`config.mk`:
```
export PLATFORM = sky130hd
export DESIGN_NAME = sequenced_ring_buffer_batch
export DESIGN_NICKNAME = d
export VERILOG_FILES = /design/src/rtl/core/srb_pkg.sv /design/src/rtl/core/srb_ram.sv /design/src/rtl/core/srb_ctrl.sv /design/src/rtl/core/sequenced_ring_buffer_batch.sv
export SDC_FILE = /design/constraint.sdc
export NUM_CORES = 2
export LEC_CHECK = 0
export BUFFER_PORTS_ARGS = -buffer_cell sky130_fd_sc_hd__buf_2
export CAP_MARGIN = 20
export CORE_MARGIN = 3
export CORE_UTILIZATION = 62
export DETAILED_ROUTE_END_ITERATION = 7
export PLACE_DENSITY = 0.84
export SLEW_MARGIN = 20
export SYNTH_ARGS = -nofsm -noshare
export SYNTH_HDL_FRONTEND = slang
export SYNTH_SLANG_ARGS = --single-unit
```
`constraint.sdc`:
```
create_clock -name clk -period 16.7 [get_ports clk]
set_clock_uncertainty 0.15 [all_clocks]
set_input_delay 2.505 -clock clk [delete_from_list [all_inputs] [get_ports clk]]
set_output_delay 2.505 -clock clk [all_outputs]
set_load 0.005 [all_outputs]
```
`src/rtl/core/srb_pkg.sv`:
```
// Shared types, constants and helpers for the sequenced ring buffer.
package srb_pkg;

  // Ring geometry
  localparam int SLOTS      = 16;
  localparam int SLOT_BYTES = 8;
  localparam int IDX_W      = $clog2(SLOTS);
  localparam int MAX_BATCH  = 64;

  // Field widths
  localparam int SEQ_W    = 32;
  localparam int DATA_W   = 64;
  localparam int LEN_W    = 8;
  localparam int CMD_W    = 2;
  localparam int STATUS_W = 3;
  localparam int LIMIT_W  = 7;
  localparam int CFG_IDX_W  = 2;
  localparam int CFG_DATA_W = 7;

  // Commands
  localparam logic [CMD_W-1:0] CMD_CLAIM   = 2'd0;
  localparam logic [CMD_W-1:0] CMD_PUBLISH = 2'd1;
  localparam logic [CMD_W-1:0] CMD_CONSUME = 2'd2;
  localparam logic [CMD_W-1:0] CMD_NOP     = 2'd3;

  // Status codes
  localparam logic [STATUS_W-1:0] ST_OK          = 3'd0;
  localparam logic [STATUS_W-1:0] ST_FULL        = 3'd1;
  localparam logic [STATUS_W-1:0] ST_NOT_RUNNING = 3'd2;
  localparam logic [STATUS_W-1:0] ST_TOO_LONG    = 3'd3;
  localparam logic [STATUS_W-1:0] ST_ORDER       = 3'd4;
  localparam logic [STATUS_W-1:0] ST_EMPTY       = 3'd5;

  // Configuration register indexes
  localparam logic [CFG_IDX_W-1:0] CFG_RUNNING     = 2'd0;
  localparam logic [CFG_IDX_W-1:0] CFG_BATCH_LIMIT = 2'd1;

  typedef struct packed {
    logic               running;
    logic [LIMIT_W-1:0] batch_limit;
  } cfg_t;

  typedef struct packed {
    logic [STATUS_W-1:0] status;
    logic [SEQ_W-1:0]    seq;
    logic [DATA_W-1:0]   data;
    logic                last;
  } res_t;

  // Mask covering the low n bytes of a data word (n at most 8)
  function automatic logic [DATA_W-1:0] byte_mask(input logic [3:0] n);
    logic [DATA_W-1:0] m;
    m = '0;
    for (int i = 0; i < DATA_W / 8; i++) begin
      m[i*8 +: 8] = (4'(i) < n) ? 8'hFF : 8'h00;
    end
    return m;
  endfunction

  localparam logic [DATA_W-1:0] SLOT_MASK = byte_mask(4'(SLOT_BYTES));

endpackage

```
`src/rtl/core/srb_ram.sv`:
```
// Generic single-port-write, single-port-read RAM with registered read data.
module srb_ram #(
  parameter int WIDTH = 64,
  parameter int DEPTH = 16
) (
  input  logic                     clk,
  input  logic                     we,
  input  logic [$clog2(DEPTH)-1:0] waddr,
  input  logic [WIDTH-1:0]         wdata,
  input  logic                     re,
  input  logic [$clog2(DEPTH)-1:0] raddr,
  output logic [WIDTH-1:0]         rdata
);

  logic [WIDTH-1:0] mem [DEPTH];

  // Write port
  always_ff @(posedge clk) begin
    if (we) begin
      mem[waddr] <= wdata;
    end
  end

  // Registered read; data holds while no read is issued
  always_ff @(posedge clk) begin
    if (re) begin
      rdata <= mem[raddr];
    end
  end

endmodule

```
`src/rtl/core/srb_ctrl.sv`:
```
// Command sequencer: sequence counters, slot read-modify-write and batch readout.
module srb_ctrl (
  input  logic                              clk,
  input  logic                              rst,
  input  srb_pkg::cfg_t                     cfg,
  input  logic                              in_valid,
  output logic                              in_stall,
  input  logic [srb_pkg::CMD_W-1:0]         cmd,
  input  logic [srb_pkg::SEQ_W-1:0]         seq,
  input  logic [srb_pkg::DATA_W-1:0]        data,
  input  logic [srb_pkg::LEN_W-1:0]         length,
  output logic                              res_valid,
  output srb_pkg::res_t                     res,
  input  logic                              res_ready
);

  localparam logic [1:0] S_IDLE = 2'd0;
  localparam logic [1:0] S_PUB  = 2'd1;
  localparam logic [1:0] S_CONS = 2'd2;

  logic [1:0] state, state_next;

  logic [srb_pkg::SEQ_W-1:0] claim_count, claim_count_next;
  logic [srb_pkg::SEQ_W-1:0] publish_count, publish_count_next;
  logic [srb_pkg::SEQ_W-1:0] consume_count, consume_count_next;

  // Pending publish and batch cursor
  logic [srb_pkg::SEQ_W-1:0]   pub_seq, pub_seq_next;
  logic [srb_pkg::DATA_W-1:0]  pub_data, pub_data_next;
  logic [srb_pkg::DATA_W-1:0]  pub_mask, pub_mask_next;
  logic [srb_pkg::SEQ_W-1:0]   cur, cur_next;
  logic [srb_pkg::LIMIT_W-1:0] remain, remain_next;

  // Memory port signals
  logic                        ram_we;
  logic [srb_pkg::IDX_W-1:0]   ram_waddr;
  logic [srb_pkg::DATA_W-1:0]  ram_wdata;
  logic                        ram_re;
  logic [srb_pkg::IDX_W-1:0]   ram_raddr;
  logic [srb_pkg::DATA_W-1:0]  ram_rdata;

  logic                        accept;
  logic [srb_pkg::SEQ_W-1:0]   avail;
  logic [srb_pkg::SEQ_W-1:0]   in_flight;
  logic [srb_pkg::SEQ_W-1:0]   first_seq;
  logic [srb_pkg::SEQ_W-1:0]   next_cur;
  logic [srb_pkg::LIMIT_W-1:0] lim;
  logic [srb_pkg::LIMIT_W-1:0] batch_n;

  srb_ram #(
    .WIDTH (srb_pkg::DATA_W),
    .DEPTH (srb_pkg::SLOTS)
  ) u_slots (
    .clk   (clk),
    .we    (ram_we),
    .waddr (ram_waddr),
    .wdata (ram_wdata),
    .re    (ram_re),
    .raddr (ram_raddr),
    .rdata (ram_rdata)
  );

  // Take a word only when idle and the result path can take a result
  assign in_stall = !((state == S_IDLE) && res_ready);
  assign accept   = in_valid && !in_stall;

  assign avail     = publish_count - consume_count;
  assign in_flight = claim_count - consume_count;
  assign first_seq = consume_count + 32'd1;
  assign next_cur  = cur + 32'd1;

  // Clamp batch limit to 1..MAX_BATCH, then size the batch
  always_comb begin
    lim = cfg.batch_limit;
    if (lim == '0) begin
      lim = srb_pkg::LIMIT_W'(1);
    end else if (lim > srb_pkg::LIMIT_W'(srb_pkg::MAX_BATCH)) begin
      lim = srb_pkg::LIMIT_W'(srb_pkg::MAX_BATCH);
    end
    if (avail < {{(srb_pkg::SEQ_W-srb_pkg::LIMIT_W){1'b0}}, lim}) begin
      batch_n = avail[srb_pkg::LIMIT_W-1:0];
    end else begin
      batch_n = lim;
    end
  end

  // Command decode and sequencing
  always_comb begin
    state_next         = state;
    claim_count_next   = claim_count;
    publish_count_next = publish_count;
    consume_count_next = consume_count;
    pub_seq_next       = pub_seq;
    pub_data_next      = pub_data;
    pub_mask_next      = pub_mask;
    cur_next           = cur;
    remain_next        = remain;
    res_valid          = 1'b0;
    res                = '0;
    res.last           = 1'b1;
    ram_we             = 1'b0;
    ram_waddr          = pub_seq[srb_pkg::IDX_W-1:0];
    ram_wdata          = (ram_rdata & ~pub_mask) | (pub_data & pub_mask);
    ram_re             = 1'b0;
    ram_raddr          = seq[srb_pkg::IDX_W-1:0];

    unique case (state)
      S_IDLE: begin
        if (accept && (cmd != srb_pkg::CMD_NOP)) begin
          if (!cfg.running) begin
            res_valid  = 1'b1;
            res.status = srb_pkg::ST_NOT_RUNNING;
          end else begin
            unique case (cmd)
              srb_pkg::CMD_CLAIM: begin
                res_valid = 1'b1;
                if (in_flight >= srb_pkg::SEQ_W'(srb_pkg::SLOTS)) begin
                  res.status = srb_pkg::ST_FULL;
                end else begin
                  claim_count_next = claim_count + 32'd1;
                  res.status       = srb_pkg::ST_OK;
                  res.seq          = claim_count + 32'd1;
                end
              end
              srb_pkg::CMD_PUBLISH: begin
                if (length > srb_pkg::LEN_W'(srb_pkg::SLOT_BYTES)) begin
                  res_valid  = 1'b1;
                  res.status = srb_pkg::ST_TOO_LONG;
                end else if ((seq != publish_count + 32'd1) ||
                             (publish_count == claim_count)) begin
                  res_valid  = 1'b1;
                  res.status = srb_pkg::ST_ORDER;
                end else begin
                  // Fetch old slot content for the partial merge
                  ram_re        = 1'b1;
                  ram_raddr     = seq[srb_pkg::IDX_W-1:0];
                  pub_seq_next  = seq;
                  pub_data_next = data;
                  pub_mask_next = srb_pkg::byte_mask(length[3:0]);
                  state_next    = S_PUB;
                end
              end
              srb_pkg::CMD_CONSUME: begin
                if (avail == '0) begin
                  res_valid  = 1'b1;
                  res.status = srb_pkg::ST_EMPTY;
                end else begin
                  ram_re      = 1'b1;
                  ram_raddr   = first_seq[srb_pkg::IDX_W-1:0];
                  cur_next    = first_seq;
                  remain_next = batch_n;
                  state_next  = S_CONS;
                end
              end
              default: begin
              end
            endcase
          end
        end
      end

      S_PUB: begin
        // Merge new bytes over the old slot and write back
        if (res_ready) begin
          ram_we             = 1'b1;
          publish_count_next = pub_seq;
          res_valid          = 1'b1;
          res.status         = srb_pkg::ST_OK;
          state_next         = S_IDLE;
        end
      end

      S_CONS: begin
        // Emit one entry and prefetch the next while the batch lasts
        if (res_ready) begin
          res_valid  = 1'b1;
          res.status = srb_pkg::ST_OK;
          res.seq    = cur;
          res.data   = ram_rdata & srb_pkg::SLOT_MASK;
          res.last   = (remain == srb_pkg::LIMIT_W'(1));
          if (remain == srb_pkg::LIMIT_W'(1)) begin
            consume_count_next = cur;
            state_next         = S_IDLE;
          end else begin
            ram_re      = 1'b1;
            ram_raddr   = next_cur[srb_pkg::IDX_W-1:0];
            cur_next    = next_cur;
            remain_next = remain - srb_pkg::LIMIT_W'(1);
          end
        end
      end

      default: begin
        state_next = S_IDLE;
      end
    endcase
  end

  // Control state
  always_ff @(posedge clk) begin
    if (rst) begin
      state         <= S_IDLE;
      claim_count   <= '0;
      publish_count <= '0;
      consume_count <= '0;
      remain        <= '0;
    end else begin
      state         <= state_next;
      claim_count   <= claim_count_next;
      publish_count <= publish_count_next;
      consume_count <= consume_count_next;
      remain        <= remain_next;
    end
  end

  // Payload holding registers
  always_ff @(posedge clk) begin
    pub_seq  <= pub_seq_next;
    pub_data <= pub_data_next;
    pub_mask <= pub_mask_next;
    cur      <= cur_next;
  end

endmodule

```
`src/rtl/core/sequenced_ring_buffer_batch.sv`:
```
// Sequenced ring buffer top: configuration registers and output register.
// Claim and rejected commands: result in the next cycle, one per cycle when not stalled.
// Publish: slot read, then merged write and result in S_PUB; next command waits until then.
// Consume: entries from the slot memory, the first via RAM and output registers, then
// one per cycle while out_stall is low; the next command is taken once the last word is out.
// Reset clears counters, running=0, batch_limit=1; slot memory is not cleared.
module sequenced_ring_buffer_batch (
  input  logic                              clk,
  input  logic                              rst,
  input  logic                              in_valid,
  output logic                              in_stall,
  input  logic [srb_pkg::CMD_W-1:0]         cmd,
  input  logic [srb_pkg::SEQ_W-1:0]         seq,
  input  logic [srb_pkg::DATA_W-1:0]        data,
  input  logic [srb_pkg::LEN_W-1:0]         length,
  output logic                              out_valid,
  input  logic                              out_stall,
  output logic [srb_pkg::STATUS_W-1:0]      status,
  output logic [srb_pkg::SEQ_W-1:0]         out_seq,
  output logic [srb_pkg::DATA_W-1:0]        entry_data,
  output logic                              last,
  input  logic                              cfg_valid,
  output logic                              cfg_ready,
  input  logic [srb_pkg::CFG_IDX_W-1:0]     cfg_index,
  input  logic [srb_pkg::CFG_DATA_W-1:0]    cfg_data
);

  srb_pkg::cfg_t cfg;
  srb_pkg::res_t res;
  srb_pkg::res_t out_word;
  logic          res_valid;
  logic          res_ready;

  assign cfg_ready = 1'b1;

  // Configuration writes
  always_ff @(posedge clk) begin
    if (rst) begin
      cfg.running     <= 1'b0;
      cfg.batch_limit <= srb_pkg::LIMIT_W'(1);
    end else if (cfg_valid && cfg_ready) begin
      unique case (cfg_index)
        srb_pkg::CFG_RUNNING:     cfg.running     <= cfg_data[0];
        srb_pkg::CFG_BATCH_LIMIT: cfg.batch_limit <= cfg_data[srb_pkg::LIMIT_W-1:0];
        default: begin
        end
      endcase
    end
  end

  srb_ctrl u_ctrl (
    .clk       (clk),
    .rst       (rst),
    .cfg       (cfg),
    .in_valid  (in_valid),
    .in_stall  (in_stall),
    .cmd       (cmd),
    .seq       (seq),
    .data      (data),
    .length    (length),
    .res_valid (res_valid),
    .res       (res),
    .res_ready (res_ready)
  );

  // Output register: load when empty or being drained
  assign res_ready = !out_valid || !out_stall;

  always_ff @(posedge clk) begin
    if (rst) begin
      out_valid <= 1'b0;
    end else if (res_ready) begin
      out_valid <= res_valid;
    end
  end

  always_ff @(posedge clk) begin
    if (res_ready && res_valid) begin
      out_word <= res;
    end
  end

  assign status     = out_word.status;
  assign out_seq    = out_word.seq;
  assign entry_data = out_word.data;
  assign last       = out_word.last;

endmodule

```
Word level (Yosys, flattened, before mapping)
Memory sizes are Yosys's and may differ from the RTL's. A register that Yosys moved wholly into a read port is not among the register bits.
Index checks and enable logic that the tools add are counted.
{ "word_totals": {"ff_bits": 406, "ram_bits": 1024, "inputBits": 120, "out_inout_bits": 103, "elab_cells": 164, "mem_count": 1} }
{ "op_classes": {"addsub": 7, "magnitude_cmp": 12, "n_eq_ne": 21, "n_mux": 75, "bitwise": 7, "reduce_logical": 25} }
{ "memory_table": {"columns": ["memory", "depth", "word_bits", "rd", "rd_ports_with_merged_regs", "write_ports", "line_no", "source"], "rows": [
  ["u_ctrl.u_slots.mem", 16, 64, 1, 1, 1, "srb_ram.sv:15", "logic [WIDTH-1:0] mem [DEPTH];"]
]} }
{ "op_table": {"columns": ["op", "count"], "rows": [
  ["32-bit two-way mux", 9],
  ["32-bit by 1-bit adder with 32-bit output (second input constant)", 4],
  ["64-bit AND", 2],
  ["32-bit one-hot mux with 2 select lines", 2],
  ["97-bit two-way mux", 1],
  ["8-bit two-way mux", 8],
  ["64-bit inverter", 1],
  ["64-bit OR", 1],
  ["32-bit subtractor", 2],
  ["7-bit two-way mux", 9],
  ["35-bit two-way mux", 1],
  ["32-bit == test", 1],
  ["32-bit by 5-bit greater-or-equal comparator with 1-bit output (second input constant)", 1],
  ["32-bit logical NOT", 1],
  ["32-bit by 7-bit < comparator with 1-bit output", 1],
  ["32-bit != test", 1],
  ["4-bit two-way mux", 6],
  ["1-bit two-way mux", 17],
  ["3-bit by 4-bit < comparator with 1-bit output (first input constant)", 4],
  ["2-bit two-way mux", 8],
  ["2-bit != test (second input constant)", 8],
  ["7-bit one-hot mux with 2 select lines", 1],
  ["3-bit two-way mux", 4],
  ["3-bit != test (second input constant)", 4],
  ["30 further kinds", 50]
]} }

Longest topological paths before layout
{ "depth": {"depth_word": 10, "ltp_mapped": 21, "ltp_nobuf": 18} }

Modules after synthesis
From an unflattened synthesis, not the netlist that was laid out.
{ "unflattened": {"hier_cells": 4044, "hier_area_um2": 62152.1} }
{ "modules_own_cells": {"columns": ["mod", "instances", "cells_per_inst", "area_per_inst_um2", "seq_area_each_um2"], "rows": [
  ["srb_ram", 1, 1647, 40223.6, 32671.3],
  ["srb_ctrl", 1, 2254, 18507.8, 6185.9],
  ["sequenced_ring_buffer_batch", 1, 143, 3420.8, 3183.1]
]} }

Worst setup path before layout
No wires, ideal clock.
{ "synth_path": {"path_kind": "input to register", "startpoint": "in seq[5] (netlist bit)", "endpoint": "reg u_ctrl.pub_data[0] (netlist bit) (enable)", "setup_time_ps": 823, "arrival_ps": 13820, "t_required_ps": 15727, "setup_slack_ps": 1907, "path_stages": 8, "path_buffers": 0, "path_cell_list": "or2_2 a2111oi_0 a21oi_1 a2111oi_0 nand4_1 nor3_1 o2111ai_1 nor4_1"} }
{ "synth_via": {"elab_chain_cells": 4} }
{ "synth_rtl": {"columns": ["element", "line_no", "source"], "rows": [
  ["start, declared", "sequenced_ring_buffer_batch.sv:13", "input logic [srb_pkg::SEQ_W-1:0] seq,"],
  ["32-bit != test", "srb_ctrl.sv:129", "end else if ((seq != publish_count + 32'd1) ||"],
  ["1-bit logical OR", "srb_ctrl.sv:129", null],
  ["1-bit inverter (no line)", null, null],
  ["6-bit AND reduction (no line)", null, null],
  ["end signal, assigned", "srb_ctrl.sv:219", "pub_data <= pub_data_next;"],
  ["end, declared", "srb_ctrl.sv:29", "logic [srb_pkg::DATA_W-1:0] pub_data, pub_data_next;"]
]} }
No other way between the ends.
A chain may end at the register's enable or synchronous reset.

Worst setup path in the final report
{ "layout_path": {"startpoint": "in out_stall", "endpoint": "reg u_ctrl.u_slots.rdata[17], read port of u_ctrl.u_slots.mem (data pin)"} }
{ "layout_via": {"elab_chain_cells": 7, "word_cells_on_any_way": 11, "classes_between": "mux: 6; reduce/logical: 5"} }
{ "layout_rtl": {"columns": ["element", "line_no", "source"], "rows": [
  ["start, declared", "sequenced_ring_buffer_batch.sv:17", "input logic out_stall,"],
  ["1-bit logical NOT *", "sequenced_ring_buffer_batch.sv:67", "assign res_ready = !out_valid || !out_stall;"],
  ["1-bit logical OR *", "sequenced_ring_buffer_batch.sv:67", null],
  ["1-bit logical AND", "srb_ctrl.sv:64", "assign in_stall = !((state == S_IDLE) && res_ready);"],
  ["1-bit logical AND", "srb_ctrl.sv:65", "assign accept = in_valid && !in_stall;"],
  ["1-bit logical AND", "srb_ctrl.sv:109", "if (accept && (cmd != srb_pkg::CMD_NOP)) begin"],
  ["4-bit two-way mux or 1-bit two-way mux (tied branches)", "srb_ctrl.sv:109", null],
  ["4-bit one-hot mux with 2 select lines or 1-bit one-hot mux with 2 select lines (tied branches)", "srb_ctrl.sv:107", "unique case (state)"],
  ["end, declared", "srb_ram.sv:12", "output logic [WIDTH-1:0] rdata"]
]} }
Mark *: on every way between the ends. The rest lies on a longest branch, timed or not.

==> metrics.md <==
| Metric | Value |
|---|---|
| Status | complete, no violations |
| Seq/Total Area, Yosys | between 60% and 70% |
| Setup crit start kind | input port |
| Multiplexer share of the synthesized area | 11.1% |
| Post-Synth XOR/XNOR Area | 2.78% |
| Crit Reg-Reg Startpoint | u_ctrl.publish_count[0] |
| # IOs | 223 |
| Pleak | 22.7 nW |
| RSZ-0062 raised after global routing | no |
| Postcts setup bufs | 0 |
| DR vias/cell | between 6 and 7 |
| Top cells by area, synth | edfxtp_1, mux4_2, dfxtp_1 |
| Fraction of registers with async set/reset | 0% |
| Die Span Y | between 300 and 400 um |
| Global-route wire length before repair | 251 mm |
| CTS sink cnt | 1,438 |
| Layout cells sized above 1 | 20.8% |
| Post-Synth Adder-Cell Area | 1.76% |
| Unique cell type count in the Yosys netlist | 90 |
| Worst-Skew Late Latency | 0.78 ns |
| Compound-gate portion of the synthesized area | 6.37% |
| Yosys top cell area share | 65.1% |
| FF-to-FF path depth | 20 |
| Overflow after GRT | 0 |
| Vias in the first global route | 37,500 |
| Remaining DRCs | 0 |
| Hold path depth | 2 |
| TNS Setup | 0 ns |
| Syn Nets | ~4,000 |
| Tcrit/Tclk final | around 48% |
| Hold Path End | u_ctrl.consume_count[18] |
| Routed WL | approximately 170 mm |
| CTS tree | yes |
| WP data required | approximately 17 ns |
| WS Path Type | input port to flip-flop |
| Antenna-violating nets left | 0 |
| Commonest non-fill, non-tap cell in the layout | edfxtp_1 |
| Max-cap violation count | 0 |
| CTS resizes | 0 |
| Clock slew at reported path FFs | 0.06 ns |
| I/O Buffers | 221 |
| CP arrival | slightly above 8 ns |
| Min Tclk post-route | 7.94 ns |
| Yosys reg bits | around 1,400 |
| Max frequency | between 100 and 150 MHz |
| Mapped cell area | 61,100 um2 |
| Die X | between 300 and 400 um |
| Post-DP HPWL | 94.6 mm |
| Largest family of logic cells by synthesized area | multiplexers |
| Initial drt markers | 5,588 |
| Cts bufs inserted | 139 |
| DP Worst Slack | 7.71 ns |
| Top FF cell, synth | edfxtp_1 |
| Slew Limit Fails | 0 |
| Post-synth EDFFs | 1,324 |
| Starting Density | between 60% and 70% |
| Ys Warns | 0 |
| Core Area | 97,300 um2 |
| Number of hold violations in the final report | 0 |
| Critical Path Sink Type | flip-flop |
| Min setup slack post-route | 8.76 ns |
| Largest net degree at the start of global routing | 175 |
| Area growth syn-to-layout | 11.0% |
| WL per Instance | 31.8 um |
| Reg2reg end | u_ctrl.u_slots.rdata[17] |
| Setup Viol. Count Final | 0 |
| Max-Slew Margin vs Limit | 20.5% |
| H-tree depth | 4 |
| Simple logic cell fraction of the synthesized area | 7.02% |
| Clk root buf | clkbuf_16 |
| PwrDens | 124 nW/um2 |
| Fin cells | 5,428 |
| VDD IR max | 0.105 mV |
| Fin nets | roughly 4,300 |
| Tightest Pin Transition | 1.19 ns |
| Min-delay src | u_ctrl.consume_count[18] |
| R2r setup slk | approximately 9 ns |
| Crit Path Max Fanout | 72 |
| Detailed-route via count | around 38,000 |
| All-layer global routing usage | 33.9% |
| Cell count after synthesis | 3,839 |
| Synth area leader | edfxtp_1 |
| Die area | 102,000 um2 |
| CTS max path bufs | 3 |
| Antenna violations before repair | 9 |
| Most frequent cells in the layout | edfxtp_1, nand2_1, mux4_2, buf_2, a21oi_1 |
| Rows | 114 |
| Synthesized area per cell | 15.9 um2 |
| Gp weighted congestion | 1.00 |
| Placed insts | 5,186 |
| HP Class | flip-flop to flip-flop |
| # hold bufs at CTS | 0 |
| TritonRoute pass-1 iters | 8 |
## worst max path at each step
stage | depth (start not counted) | endpoint | start | slack [ns]
5_1_grt | 12 | u_ctrl.u_slots.rdata[17] | out_stall | 8.26
3_5_place_dp | 12 | u_ctrl.u_slots.rdata[47] | out_stall | 7.71
2_1_floorplan | 8 | u_ctrl.pub_data[0] | seq[5] | 1.91
6_report | 12 | u_ctrl.u_slots.rdata[17] | out_stall | 8.76
4_1_cts | 12 | u_ctrl.u_slots.rdata[17] | out_stall | 8.45
3_3_place_gp | 12 | u_ctrl.u_slots.rdata[21] | out_stall | 8.03
## report_power, final
| group | leakage (nW) | switching, mW | internal (mW) | total, mW |
|---|---|---|---|---|
| Sequential | 12.9 | 0.0616 | 4.02 | 4.09 |
| Combinational | 7.62 | 0.718 | 0.515 | 1.23 |
| Clock | 2.12 | 1.40 | 1.71 | 3.11 |
| Total | 22.7 | 2.17 | 6.25 | 8.43 |
## worst max-delay path, stage by stage
cell,delay (ns)
buf_2,0.16
nand2_4,0.77
nand4b_1,0.41
nor2_1,0.45
nand3_2,0.29
a311oi_4,0.41
buf_4,0.73
buf_6,0.69
buf_4,0.81
mux4_2,0.62
a22oi_1,0.26
nand2_1,0.10
## cell usage after synthesis, drive strengths merged, types with 17 or more instances
cell / count
a211oi: 19
a21o: 22
a21oi: 183
a22oi: 132
a31oi: 17
and3: 90
buf: 42
clkbuf: 160
dfxtp: 114
edfxtp: 1324
ha: 83
inv: 82
mux2: 71
mux2i: 22
mux4: 256
nand2: 354
nand2b: 22
nand3: 72
nand4: 52
nor2: 136
nor3: 39
nor4: 21
o21a: 21
o21ai: 114
or3: 32
xnor2: 128
xor2: 66
## stage by stage
stage	total power, mW	hold WS (ns)	area (um2)	utilization, %
after CTS	8.43	0.315	67800	69.7
final	8.43	0.315	67800	69.7
after global placement	5.31	0.292	63400	65.2
after floorplan	5.03	0.280	61100	-
after detailed placement	5.35	0.306	63400	65.2
after global routing	8.67	0.338	67800	69.7
## cell type report
type                       count  area [um2]
sequential                  1438       42000
fill                        5860       29400
multi-input combinational   2117       18000
clock buffer                 163        3610
tap                         1276        1600
timing repair buffer         273        1520
clock inverter                75         769
inverter                      82         308
antenna                        4        10.0
## registers in the layout (all words and copies together), names as in the netlist
signal	cells
u_ctrl.pub_data	64
out_seq	32
u_ctrl.pub_seq	32
u_ctrl.u_slots.mem	1024
entry_data	64
u_ctrl.consume_count	32
u_ctrl.u_slots.rdata	64
last	1
out_valid	1
u_ctrl.cur	32
status	3
u_ctrl.pub_mask	8
cfg	8
u_ctrl.remain	7
u_ctrl.claim_count	32
u_ctrl.publish_count	32
u_ctrl.state	2
## kinds of logic (layout without fill, tap and decap cells)
logic type | after synthesis | after routing
flops | 1438 | 1438
simple gates | 886 | 886
compound gates | 602 | 602
mux | 349 | 349
buf+inv | 284 | 593
xor+xnor | 194 | 194
fa+ha+maj | 85 | 85
other cells | 1 | 5
## per-layer routing
layer	up-vias	GRT usage (%)	routed length, um
met2	3023	54.9	84200
met1	18900	44.0	59300
li1	15400	-	-
met3	614	6.63	18700
met4	4	18.4	10300
met5	-	0	26
(Power assumes the default switching activity.)
